`src/hdl/tlr_pkg.sv`:
```
// shared types and constants of the thick line rasterizer
package tlr_pkg;

	localparam int COORD_BITS = 12;
	localparam int DW         = COORD_BITS + 1;
	localparam int CW         = COORD_BITS + 2;

	localparam logic MODE_START = 1'b0;
	localparam logic MODE_TICK  = 1'b1;

	localparam logic [0:0] REG_SCREEN_WIDTH  = 1'b0;
	localparam logic [0:0] REG_SCREEN_HEIGHT = 1'b1;

	localparam logic [7:0] SCREEN_WIDTH_RESET  = 8'd128;
	localparam logic [7:0] SCREEN_HEIGHT_RESET = 8'd128;

	typedef logic signed [CW-1:0] wide_t;

	typedef struct packed {
		logic                         mode;
		logic signed [COORD_BITS-1:0] start_x;
		logic signed [COORD_BITS-1:0] start_y;
		logic signed [COORD_BITS-1:0] end_x;
		logic signed [COORD_BITS-1:0] end_y;
		logic [15:0]                  line_color;
		logic [7:0]                   brush_size;
	} item_t;

	typedef struct packed {
		logic [7:0]  pixel_x;
		logic [7:0]  pixel_y;
		logic [15:0] pixel_color;
		logic        write_enable;
		logic        last_cell;
	} pix_t;

	typedef struct packed {
		logic          is_start;
		logic          steep;
		logic          dir;
		logic [DW-1:0] major_delta;
		logic [DW-1:0] minor_delta;
		wide_t         d_init;
		wide_t         x_lo;
		wide_t         x_hi;
		wide_t         y_lo;
		wide_t         y_hi;
		logic [15:0]   color;
	} cmd_t;

endpackage

```
`src/hdl/thick_line_rasterizer_unit.sv`:
```
// thick line rasterizer top level
//
//   port group  dir   handshake            payload
//   cfg_*       in    cfg_valid/cfg_ready  cfg_index, cfg_data
//   item_*      in    item_valid/item_stall item_data (tlr_pkg::item_t)
//   pix_*       out   pix_valid/pix_stall  pix_data (tlr_pkg::pix_t)
//
// one brush pixel per clock while ticks keep coming and pix_stall is low
// an item goes through stages s1, s2, s3 and the queue; the stepper registers pix_data
// the stepper emits a pixel and computes the next brush box in the same cycle
// reset clears the pipeline, the queue and the line state; screen size goes to 128 x 128
// item_stall rises only when the command queue is full and its tail stage is loaded
module thick_line_rasterizer_unit #(
	parameter int QUEUE_DEPTH = 4
) (
	input  logic           clk,
	input  logic           arst_n,
	input  logic           cfg_valid,
	output logic           cfg_ready,
	input  logic [0:0]     cfg_index,
	input  logic [7:0]     cfg_data,
	input  logic           item_valid,
	output logic           item_stall,
	input  tlr_pkg::item_t item_data,
	output logic           pix_valid,
	input  logic           pix_stall,
	output tlr_pkg::pix_t  pix_data
);
	import tlr_pkg::*;

	logic [7:0] screen_width_q, screen_height_q;
	logic       cmd_valid, q_full, q_pop, head_valid;
	cmd_t       cmd, head;

	assign cfg_ready = 1'b1;

	always_ff @(posedge clk or negedge arst_n) begin
		if (!arst_n) begin
			screen_width_q  <= SCREEN_WIDTH_RESET;
			screen_height_q <= SCREEN_HEIGHT_RESET;
		end else if (cfg_valid && cfg_ready) begin
			unique case (cfg_index)
				REG_SCREEN_WIDTH:  screen_width_q  <= cfg_data;
				REG_SCREEN_HEIGHT: screen_height_q <= cfg_data;
				default:           screen_width_q  <= screen_width_q;
			endcase
		end
	end

	tlr_front u_front (
		.clk        (clk),
		.arst_n     (arst_n),
		.item_valid (item_valid),
		.item_stall (item_stall),
		.item_data  (item_data),
		.q_full     (q_full),
		.cmd_valid  (cmd_valid),
		.cmd        (cmd)
	);

	tlr_queue #(
		.DEPTH (QUEUE_DEPTH)
	) u_queue (
		.clk        (clk),
		.arst_n     (arst_n),
		.push       (cmd_valid),
		.push_data  (cmd),
		.full       (q_full),
		.pop        (q_pop),
		.head_valid (head_valid),
		.head       (head)
	);

	tlr_back u_back (
		.clk           (clk),
		.arst_n        (arst_n),
		.screen_width  (screen_width_q),
		.screen_height (screen_height_q),
		.head_valid    (head_valid),
		.head          (head),
		.pop           (q_pop),
		.pix_valid     (pix_valid),
		.pix_stall     (pix_stall),
		.pix_data      (pix_data)
	);

endmodule

```
`src/hdl/tlr_front.sv`:
```
// front pipeline: accepts items and sets up line walks
module tlr_front (
	input  logic          clk,
	input  logic          arst_n,
	input  logic          item_valid,
	output logic          item_stall,
	input  tlr_pkg::item_t item_data,
	input  logic          q_full,
	output logic          cmd_valid,
	output tlr_pkg::cmd_t cmd
);
	import tlr_pkg::*;

	logic en;

	logic                         valid_s1;
	logic                         mode_s1;
	logic signed [COORD_BITS-1:0] x0_s1, y0_s1, x1_s1, y1_s1;
	logic signed [DW-1:0]         dx_s1, dy_s1;
	logic [15:0]                  color_s1;
	logic [7:0]                   brush_s1;

	logic                         valid_s2;
	logic                         mode_s2;
	logic                         steep_s2, dir_s2;
	logic [DW-1:0]                maj_s2, min_s2;
	logic signed [COORD_BITS-1:0] sx_s2, sy_s2;
	logic [6:0]                   half_s2;
	logic signed [8:0]            hoff_s2;
	logic [15:0]                  color_s2;

	logic  valid_s3;
	cmd_t  cmd_s3;

	logic [DW-1:0]        adx, ady;
	logic                 steep, order, dir;
	logic signed [DW-1:0] mn;

	wide_t sx_w, sy_w, half_w, hoff_w;

	assign en         = !(valid_s3 && q_full);
	assign item_stall = !en;
	assign cmd_valid  = valid_s3 && !q_full;
	assign cmd        = cmd_s3;

	always_comb begin
		adx   = dx_s1[DW-1] ? DW'(-dx_s1) : DW'(dx_s1);
		ady   = dy_s1[DW-1] ? DW'(-dy_s1) : DW'(dy_s1);
		steep = ady > adx;
		order = steep ? dy_s1[DW-1] : dx_s1[DW-1];
		mn    = steep ? dx_s1 : dy_s1;
		dir   = order ? mn[DW-1] : (!mn[DW-1] && (mn != '0));
	end

	always_comb begin
		sx_w   = {{(CW-COORD_BITS){sx_s2[COORD_BITS-1]}}, sx_s2};
		sy_w   = {{(CW-COORD_BITS){sy_s2[COORD_BITS-1]}}, sy_s2};
		half_w = {{(CW-7){1'b0}}, half_s2};
		hoff_w = {{(CW-9){hoff_s2[8]}}, hoff_s2};
	end

	always_ff @(posedge clk or negedge arst_n) begin
		if (!arst_n) begin
			valid_s1 <= 1'b0;
			valid_s2 <= 1'b0;
			valid_s3 <= 1'b0;
		end else if (en) begin
			valid_s1 <= item_valid;
			valid_s2 <= valid_s1;
			valid_s3 <= valid_s2;
		end
	end

	always_ff @(posedge clk) begin
		if (en) begin
			// stage 1: raw differences
			mode_s1  <= item_data.mode;
			x0_s1    <= item_data.start_x;
			y0_s1    <= item_data.start_y;
			x1_s1    <= item_data.end_x;
			y1_s1    <= item_data.end_y;
			dx_s1    <= {item_data.end_x[COORD_BITS-1], item_data.end_x}
				- {item_data.start_x[COORD_BITS-1], item_data.start_x};
			dy_s1    <= {item_data.end_y[COORD_BITS-1], item_data.end_y}
				- {item_data.start_y[COORD_BITS-1], item_data.start_y};
			color_s1 <= item_data.line_color;
			brush_s1 <= item_data.brush_size;

			// stage 2: octant, ordering, deltas
			mode_s2  <= mode_s1;
			steep_s2 <= steep;
			dir_s2   <= dir;
			maj_s2   <= steep ? ady : adx;
			min_s2   <= steep ? adx : ady;
			sx_s2    <= order ? x1_s1 : x0_s1;
			sy_s2    <= order ? y1_s1 : y0_s1;
			half_s2  <= brush_s1[7:1];
			hoff_s2  <= $signed({1'b0, brush_s1}) - 9'sd1 - $signed({2'b00, brush_s1[7:1]});
			color_s2 <= color_s1;

			// stage 3: brush corners and initial error
			cmd_s3.is_start    <= (mode_s2 == MODE_START);
			cmd_s3.steep       <= steep_s2;
			cmd_s3.dir         <= dir_s2;
			cmd_s3.major_delta <= maj_s2;
			cmd_s3.minor_delta <= min_s2;
			cmd_s3.d_init      <= {1'b0, maj_s2 >> 1} - {1'b0, min_s2};
			cmd_s3.x_lo        <= sx_w - half_w;
			cmd_s3.x_hi        <= sx_w + hoff_w;
			cmd_s3.y_lo        <= sy_w - half_w;
			cmd_s3.y_hi        <= sy_w + hoff_w;
			cmd_s3.color       <= color_s2;
		end
	end

endmodule

```
`src/hdl/tlr_queue.sv`:
```
// command queue between front and back
module tlr_queue #(
	parameter int DEPTH = 4
) (
	input  logic          clk,
	input  logic          arst_n,
	input  logic          push,
	input  tlr_pkg::cmd_t push_data,
	output logic          full,
	input  logic          pop,
	output logic          head_valid,
	output tlr_pkg::cmd_t head
);
	import tlr_pkg::*;

	localparam int PW = (DEPTH > 1) ? $clog2(DEPTH) : 1;
	localparam int NW = $clog2(DEPTH + 1);

	cmd_t          mem_q [DEPTH];
	logic [PW-1:0] wr_ptr_q, rd_ptr_q;
	logic [NW-1:0] count_q;
	logic          do_push, do_pop;

	assign full       = (count_q == NW'(DEPTH));
	assign head_valid = (count_q != '0);
	assign head       = mem_q[rd_ptr_q];
	assign do_push    = push && !full;
	assign do_pop     = pop && head_valid;

	always_ff @(posedge clk or negedge arst_n) begin
		if (!arst_n) begin
			wr_ptr_q <= '0;
			rd_ptr_q <= '0;
			count_q  <= '0;
		end else begin
			if (do_push) begin
				wr_ptr_q <= (wr_ptr_q == PW'(DEPTH - 1)) ? '0 : wr_ptr_q + 1'b1;
			end
			if (do_pop) begin
				rd_ptr_q <= (rd_ptr_q == PW'(DEPTH - 1)) ? '0 : rd_ptr_q + 1'b1;
			end
			if (do_push && !do_pop) begin
				count_q <= count_q + 1'b1;
			end else if (do_pop && !do_push) begin
				count_q <= count_q - 1'b1;
			end
		end
	end

	always_ff @(posedge clk) begin
		if (do_push) begin
			mem_q[wr_ptr_q] <= push_data;
		end
	end

endmodule

```
`src/hdl/tlr_back.sv`:
```
// back end: steps the line and emits brush pixels
module tlr_back (
	input  logic          clk,
	input  logic          arst_n,
	input  logic [7:0]    screen_width,
	input  logic [7:0]    screen_height,
	input  logic          head_valid,
	input  tlr_pkg::cmd_t head,
	output logic          pop,
	output logic          pix_valid,
	input  logic          pix_stall,
	output tlr_pkg::pix_t pix_data
);
	import tlr_pkg::*;

	typedef struct packed {
		logic       empty;
		logic [7:0] xl;
		logic [7:0] xh;
		logic [7:0] yl;
		logic [7:0] yh;
	} box_t;

	function automatic box_t clip(input wide_t xl, input wide_t xh, input wide_t yl,
			input wide_t yh, input logic [7:0] sw, input logic [7:0] sh);
		wide_t lim_x, lim_y, cxl, cxh, cyl, cyh;
		box_t  b;
		lim_x   = {{(CW-8){1'b0}}, sw} - wide_t'(1);
		lim_y   = {{(CW-8){1'b0}}, sh} - wide_t'(1);
		cxl     = xl[CW-1] ? '0 : xl;
		cyl     = yl[CW-1] ? '0 : yl;
		cxh     = (xh > lim_x) ? lim_x : xh;
		cyh     = (yh > lim_y) ? lim_y : yh;
		b.empty = (cxl > cxh) || (cyl > cyh);
		b.xl    = cxl[7:0];
		b.xh    = cxh[7:0];
		b.yl    = cyl[7:0];
		b.yh    = cyh[7:0];
		return b;
	endfunction

	logic          busy_q, steep_q, dir_q;
	logic [DW-1:0] maj_q, min_q, remain_q;
	wide_t         d_q, xl_q, xh_q, yl_q, yh_q;
	logic [15:0]   color_q;
	box_t          box_q;
	logic [7:0]    col_q, row_q;
	logic          pix_valid_q;
	pix_t          pix_q;

	logic  out_free, do_tick, row_wrap, col_end, step_done, last;
	wide_t inc_minor, nxl, nxh, nyl, nyh, d_next;
	box_t  start_box, next_box;

	assign out_free  = !pix_valid_q || !pix_stall;
	assign pop       = head_valid && (head.is_start || !busy_q || out_free);
	assign do_tick   = head_valid && !head.is_start && busy_q && out_free;
	assign pix_valid = pix_valid_q;
	assign pix_data  = pix_q;

	always_comb begin
		row_wrap  = row_q >= box_q.yh;
		col_end   = col_q >= box_q.xh;
		step_done = box_q.empty || (row_wrap && col_end);
		last      = step_done && (remain_q == '0);

		inc_minor = d_q[CW-1] ? (dir_q ? wide_t'(1) : wide_t'(-1)) : '0;
		d_next    = d_q[CW-1] ? d_q - {1'b0, min_q} + {1'b0, maj_q} : d_q - {1'b0, min_q};
		if (steep_q) begin
			nxl = xl_q + inc_minor;
			nxh = xh_q + inc_minor;
			nyl = yl_q + wide_t'(1);
			nyh = yh_q + wide_t'(1);
		end else begin
			nxl = xl_q + wide_t'(1);
			nxh = xh_q + wide_t'(1);
			nyl = yl_q + inc_minor;
			nyh = yh_q + inc_minor;
		end
		next_box  = clip(nxl, nxh, nyl, nyh, screen_width, screen_height);
		start_box = clip(head.x_lo, head.x_hi, head.y_lo, head.y_hi,
			screen_width, screen_height);
	end

	always_ff @(posedge clk or negedge arst_n) begin
		if (!arst_n) begin
			busy_q      <= 1'b0;
			pix_valid_q <= 1'b0;
		end else begin
			if (pop && head.is_start) begin
				busy_q <= 1'b1;
			end else if (do_tick && last) begin
				busy_q <= 1'b0;
			end
			if (do_tick) begin
				pix_valid_q <= 1'b1;
			end else if (!pix_stall) begin
				pix_valid_q <= 1'b0;
			end
		end
	end

	always_ff @(posedge clk) begin
		if (pop && head.is_start) begin
			steep_q  <= head.steep;
			dir_q    <= head.dir;
			maj_q    <= head.major_delta;
			min_q    <= head.minor_delta;
			remain_q <= head.major_delta;
			d_q      <= head.d_init;
			xl_q     <= head.x_lo;
			xh_q     <= head.x_hi;
			yl_q     <= head.y_lo;
			yh_q     <= head.y_hi;
			color_q  <= head.color;
			box_q    <= start_box;
			col_q    <= start_box.xl;
			row_q    <= start_box.yl;
		end else if (do_tick) begin
			pix_q.pixel_x      <= box_q.empty ? 8'd0 : col_q;
			pix_q.pixel_y      <= box_q.empty ? 8'd0 : row_q;
			pix_q.pixel_color  <= color_q;
			pix_q.write_enable <= !box_q.empty;
			pix_q.last_cell    <= last;
			if (step_done) begin
				if (!last) begin
					remain_q <= remain_q - 1'b1;
					d_q      <= d_next;
					xl_q     <= nxl;
					xh_q     <= nxh;
					yl_q     <= nyl;
					yh_q     <= nyh;
					box_q    <= next_box;
					col_q    <= next_box.xl;
					row_q    <= next_box.yl;
				end
			end else if (!row_wrap) begin
				row_q <= row_q + 1'b1;
			end else begin
				row_q <= box_q.yl;
				col_q <= col_q + 1'b1;
			end
		end
	end

endmodule

```
`config.mk`:
```
export PLATFORM = sky130hd
export DESIGN_NAME = thick_line_rasterizer_unit
export DESIGN_NICKNAME = d
export VERILOG_FILES = /design/src/hdl/tlr_pkg.sv /design/src/hdl/thick_line_rasterizer_unit.sv /design/src/hdl/tlr_front.sv /design/src/hdl/tlr_queue.sv /design/src/hdl/tlr_back.sv
export SDC_FILE = /design/constraint.sdc
export NUM_CORES = 2
export LEC_CHECK = 0
export ABC_AREA = 1
export ABC_CLOCK_PERIOD_IN_PS = 12300
export BUFFER_PORTS_ARGS = -buffer_cell sky130_fd_sc_hd__buf_2
export CELL_PAD_IN_SITES_DETAIL_PLACEMENT = 1
export CELL_PAD_IN_SITES_GLOBAL_PLACEMENT = 1
export CORE_MARGIN = 2
export CORE_UTILIZATION = 51
export DETAILED_ROUTE_END_ITERATION = 8
export HOLD_SLACK_MARGIN = 0.03
export MAX_ROUTING_LAYER = met4
export PLACE_DENSITY_LB_ADDON = 0.1
export SETUP_SLACK_MARGIN = 0.3
export SYNTH_ARGS = -nofsm -noshare
export SYNTH_HDL_FRONTEND = slang
export SYNTH_SLANG_ARGS = --single-unit
```
`constraint.sdc`:
```
create_clock -name clk -period 12.3 [get_ports clk]
set_input_delay 3.075 -clock clk [delete_from_list [all_inputs] [get_ports clk]]
set_output_delay 3.075 -clock clk [all_outputs]
set_load 0.02 [all_outputs]
```
==> impl_metrics.json <==
{
  "outcome": "finished, final reports clean",
  "vias_per_cell": 5.63,
  "path_class": "reg2reg",
  "drv_slew": 0,
  "fmax_mhz": 147,
  "fin_skew_ns": 0.0332,
  "first_pass_iters": 5,
  "dp_hpwl_mm": 92.6,
  "period_needed_ns": 6.78,
  "nets": 4977,
  "clock_latency_ns": 0.71,
  "rows": 112,
  "ys_async_sr_fraction_pct": 2.89,
  "ctsHoldBuffers": 0,
  "synth_edf_count": 941,
  "synth_top_family_by_area": "simple AND/OR/NAND/NOR gates",
  "die_h_um": 311,
  "cts_sinks": 969,
  "synthMuxAreaShare_pct": 0.711,
  "fin_tns_setup_ns": 0,
  "cap_violations": 0,
  "grt_pass1_vias": 35061,
  "gp_congestion": 0.911,
  "clk_pin_slew_worst_paths_ns": 0.07,
  "routedWlPerCell_um": 21.9,
  "critPathMaxFanout": 33,
  "final_antenna_net_count": 0,
  "worst_pin_slew_ns": 1.18,
  "yosys_warnings": 0,
  "fin_cells": 5950,
  "fp.coreArea_um2": 93500,
  "cts-buffers-inserted": 99,
  "grt_use_total_pct": 27.6,
  "grt_overflow": 0,
  "die_area_um2": 97000,
  "syn_inst": 4498,
  "vias": 33523,
  "end_kind": "flop",
  "cts_buffer_depth": 3,
  "port-buffer-count": 122,
  "synth-seq-cells": 969,
  "crit_arrival_ns": 7.22,
  "critPathRequiredTime_ns": 12.74,
  "synth_adder_area_share_pct": 7.34,
  "post_cts_buffers": 0,
  "synth-simple-area-share_pct": 13.5,
  "drive_gt1_share_pct": 9.07,
  "avgSynthCellArea_um2": 10.7,
  "io_pins": 124,
  "cp.buffers_inverters": 9,
  "placed_cells": 5767,
  "path_delay_family": "simple AND/OR/NAND/NOR gates",
  "antenna_found_initial": 0,
  "dr.first_iter.drc_count": 2700,
  "synth-compound-area-share_pct": 9.94,
  "cpMostUsedCell": "nand2_1",
  "cpPeakStageDelay_ns": 0.61,
  "dieWidth_um": 311,
  "maxSlewHeadroom_pct": 21.5,
  "finalHoldViolCount": 0,
  "synth_ff_type": "edfxtp_1",
  "hold_path.class": "reg2reg",
  "post-route-period-util_pct": 55.1,
  "worstSetupStartpointType": "flop",
  "grt_max_degree": 178,
  "drc": 0,
  "synth.distinct_cells": 70,
  "syn-num-nets": 4861,
  "cts_root_buf": "clkbuf_16",
  "nFillCells": 10019,
  "rsz0062_at_grt": "no",
  "synthXorXnorAreaFrac_pct": 3.14,
  "grt_pass1_wl_mm": 202,
  "cts.htree.levels": 3,
  "cts_tree": "built",
  "initial_core_util_pct": 51.6,
  "drt-total-wl_mm": 130,
  "ys_seq_area_share_pct": 60.1,
  "crit_slowest_cell": "edfxtp_1",
  "cts_resized": 0,
  "synth.cell_area_um2": 48200,
  "setup_viol": 0,
  "area_growth_pct": 10.5
}
==> metrics by stage <==
step                      setup slack, ns  hold slack, ns  utilization [%]  instance area, µm²
after floorplan                      3.18           0.400                -               48200
after global placement               5.27           0.402             53.5               50100
after detailed placement             5.21           0.405             53.5               50100
after CTS                            5.58           0.420             57.0               53300
after global routing                 4.59           0.423             57.0               53300
final                                5.52           0.419             57.0               53300
==> placed cells by master, fill, tap and decap left out, types with 14 or more instances in the layout <==
cell,n
clkinv_1,18
nand2_2,40
a21oi_1,189
nor2_1,395
xnor2_1,42
nor3_1,26
a31oi_1,15
o21ai_0,416
nand3_1,151
clkbuf_1,19
buf_2,122
edfxtp_1,941
inv_1,489
mux2_2,26
o21ai_1,19
clkbuf_16,100
nand2_1,849
ha_1,265
xor2_1,127
buf_4,27
o21bai_1,23
dfrtp_1,24
o22ai_1,85
a32oi_1,20
clkinv_2,20
nand4_1,39
a41oi_1,14
==> metal layers <==
metal	GRT usage [%]	part of all wire, %	up-vias
met2	45.1	48	820
li1	-	-	15867
met1	37.4	45	16688
met4	6.65	1.8	0
met3	2.74	4.6	148
met5	-	0	-
==> cell type report <==
class,instances,area [µm²],share of cell area [%]
Sequential cell,969,29000,54.4
Multi-Input combinational cell,2886,16800,31.5
Clock buffer,120,2590,4.86
Inverter,508,1920,3.61
Tap cell,1254,1570,2.95
Timing Repair Buffer,150,833,1.56
Clock inverter,62,627,1.18
Antenna cell,1,2.50,0.00470
==> flip-flops by register name, indices dropped and copies added, names as in the netlist, 13 cells and up <==
name	flops
u_back.box_q	25
u_back.color_q	16
u_back.d_q	14
u_back.maj_q	13
u_back.min_q	13
u_back.pix_data	34
u_back.remain_q	13
u_back.xh_q	14
u_back.xl_q	14
u_back.yh_q	14
u_back.yl_q	14
u_front.cmd	111
u_front.color_s1	16
u_front.color_s2	16
u_front.dx_s1	13
u_front.dy_s1	13
u_front.maj_s2	13
u_front.min_s2	13
u_queue.mem_q	444
==> cells in the mapped netlist, drive strengths merged (3+ instances only) <==
master | number | area, µm²
buf | 50 | 303
a32o | 7 | 70.1
nand3 | 156 | 816
a32oi | 20 | 175
o2111ai | 7 | 61.3
a41oi | 14 | 123
inv | 506 | 1900
xnor2 | 42 | 368
a31oi | 15 | 93.8
mux2 | 26 | 293
fa | 11 | 220
a21boi | 5 | 41.3
o41ai | 6 | 52.6
ha | 265 | 3320
and2 | 4 | 25.0
o22ai | 85 | 532
dfrtp | 26 | 651
o21ai | 439 | 2210
edfxtp | 941 | 28300
nor4 | 7 | 43.8
a21oi | 189 | 946
clkbuf | 85 | 319
nand4 | 39 | 244
a21o | 12 | 90.1
mux2i | 5 | 50.1
o31ai | 3 | 22.5
o211ai | 7 | 52.6
nand2 | 891 | 3460
o21a | 5 | 37.5
or2 | 6 | 37.5
a211oi | 4 | 30.0
nor2 | 411 | 1610
nand3b | 8 | 63.8
xor2 | 129 | 1140
o21bai | 25 | 195
nor3 | 30 | 176
==> worst paths after layout <==
kind | start | end | slack (ns) | cells after the start
max | u_back.steep_q$_DFFE_PP_ | u_back.box_q[32]$_DFFE_PP_ | 5.52 | 38
min | u_front.color_s2[3]$_DFFE_PN_ | u_front.cmd[3]$_DFFE_PN_ | 0.42 | 0
max reg2reg | u_back.steep_q$_DFFE_PP_ | u_back.box_q[32]$_DFFE_PP_ | 5.52 | 38
min reg2reg | u_front.color_s2[3]$_DFFE_PN_ | u_front.cmd[3]$_DFFE_PN_ | 0.42 | 0
max in group asynchronous | arst_n | u_queue.rd_ptr_q[0]$_DFFE_PN0P_ | 9.21 | 1
min in group asynchronous | arst_n | u_front.valid_s1$_DFFE_PN0N_ | 2.47 | 1
==> logic make-up (layout without fill, tap and decap cells) <==
family | Yosys count | after routing
buf+inv | 643 | 840
flops | 969 | 969
xor+xnor | 171 | 171
fa+ha+maj | 276 | 276
other cells | 1 | 2
simple gates | 1558 | 1558
compound gates | 849 | 849
mux | 31 | 31
Power is not shown: default switching activity piles up to over one toggle a cycle in this logic, so the estimate is an artifact.
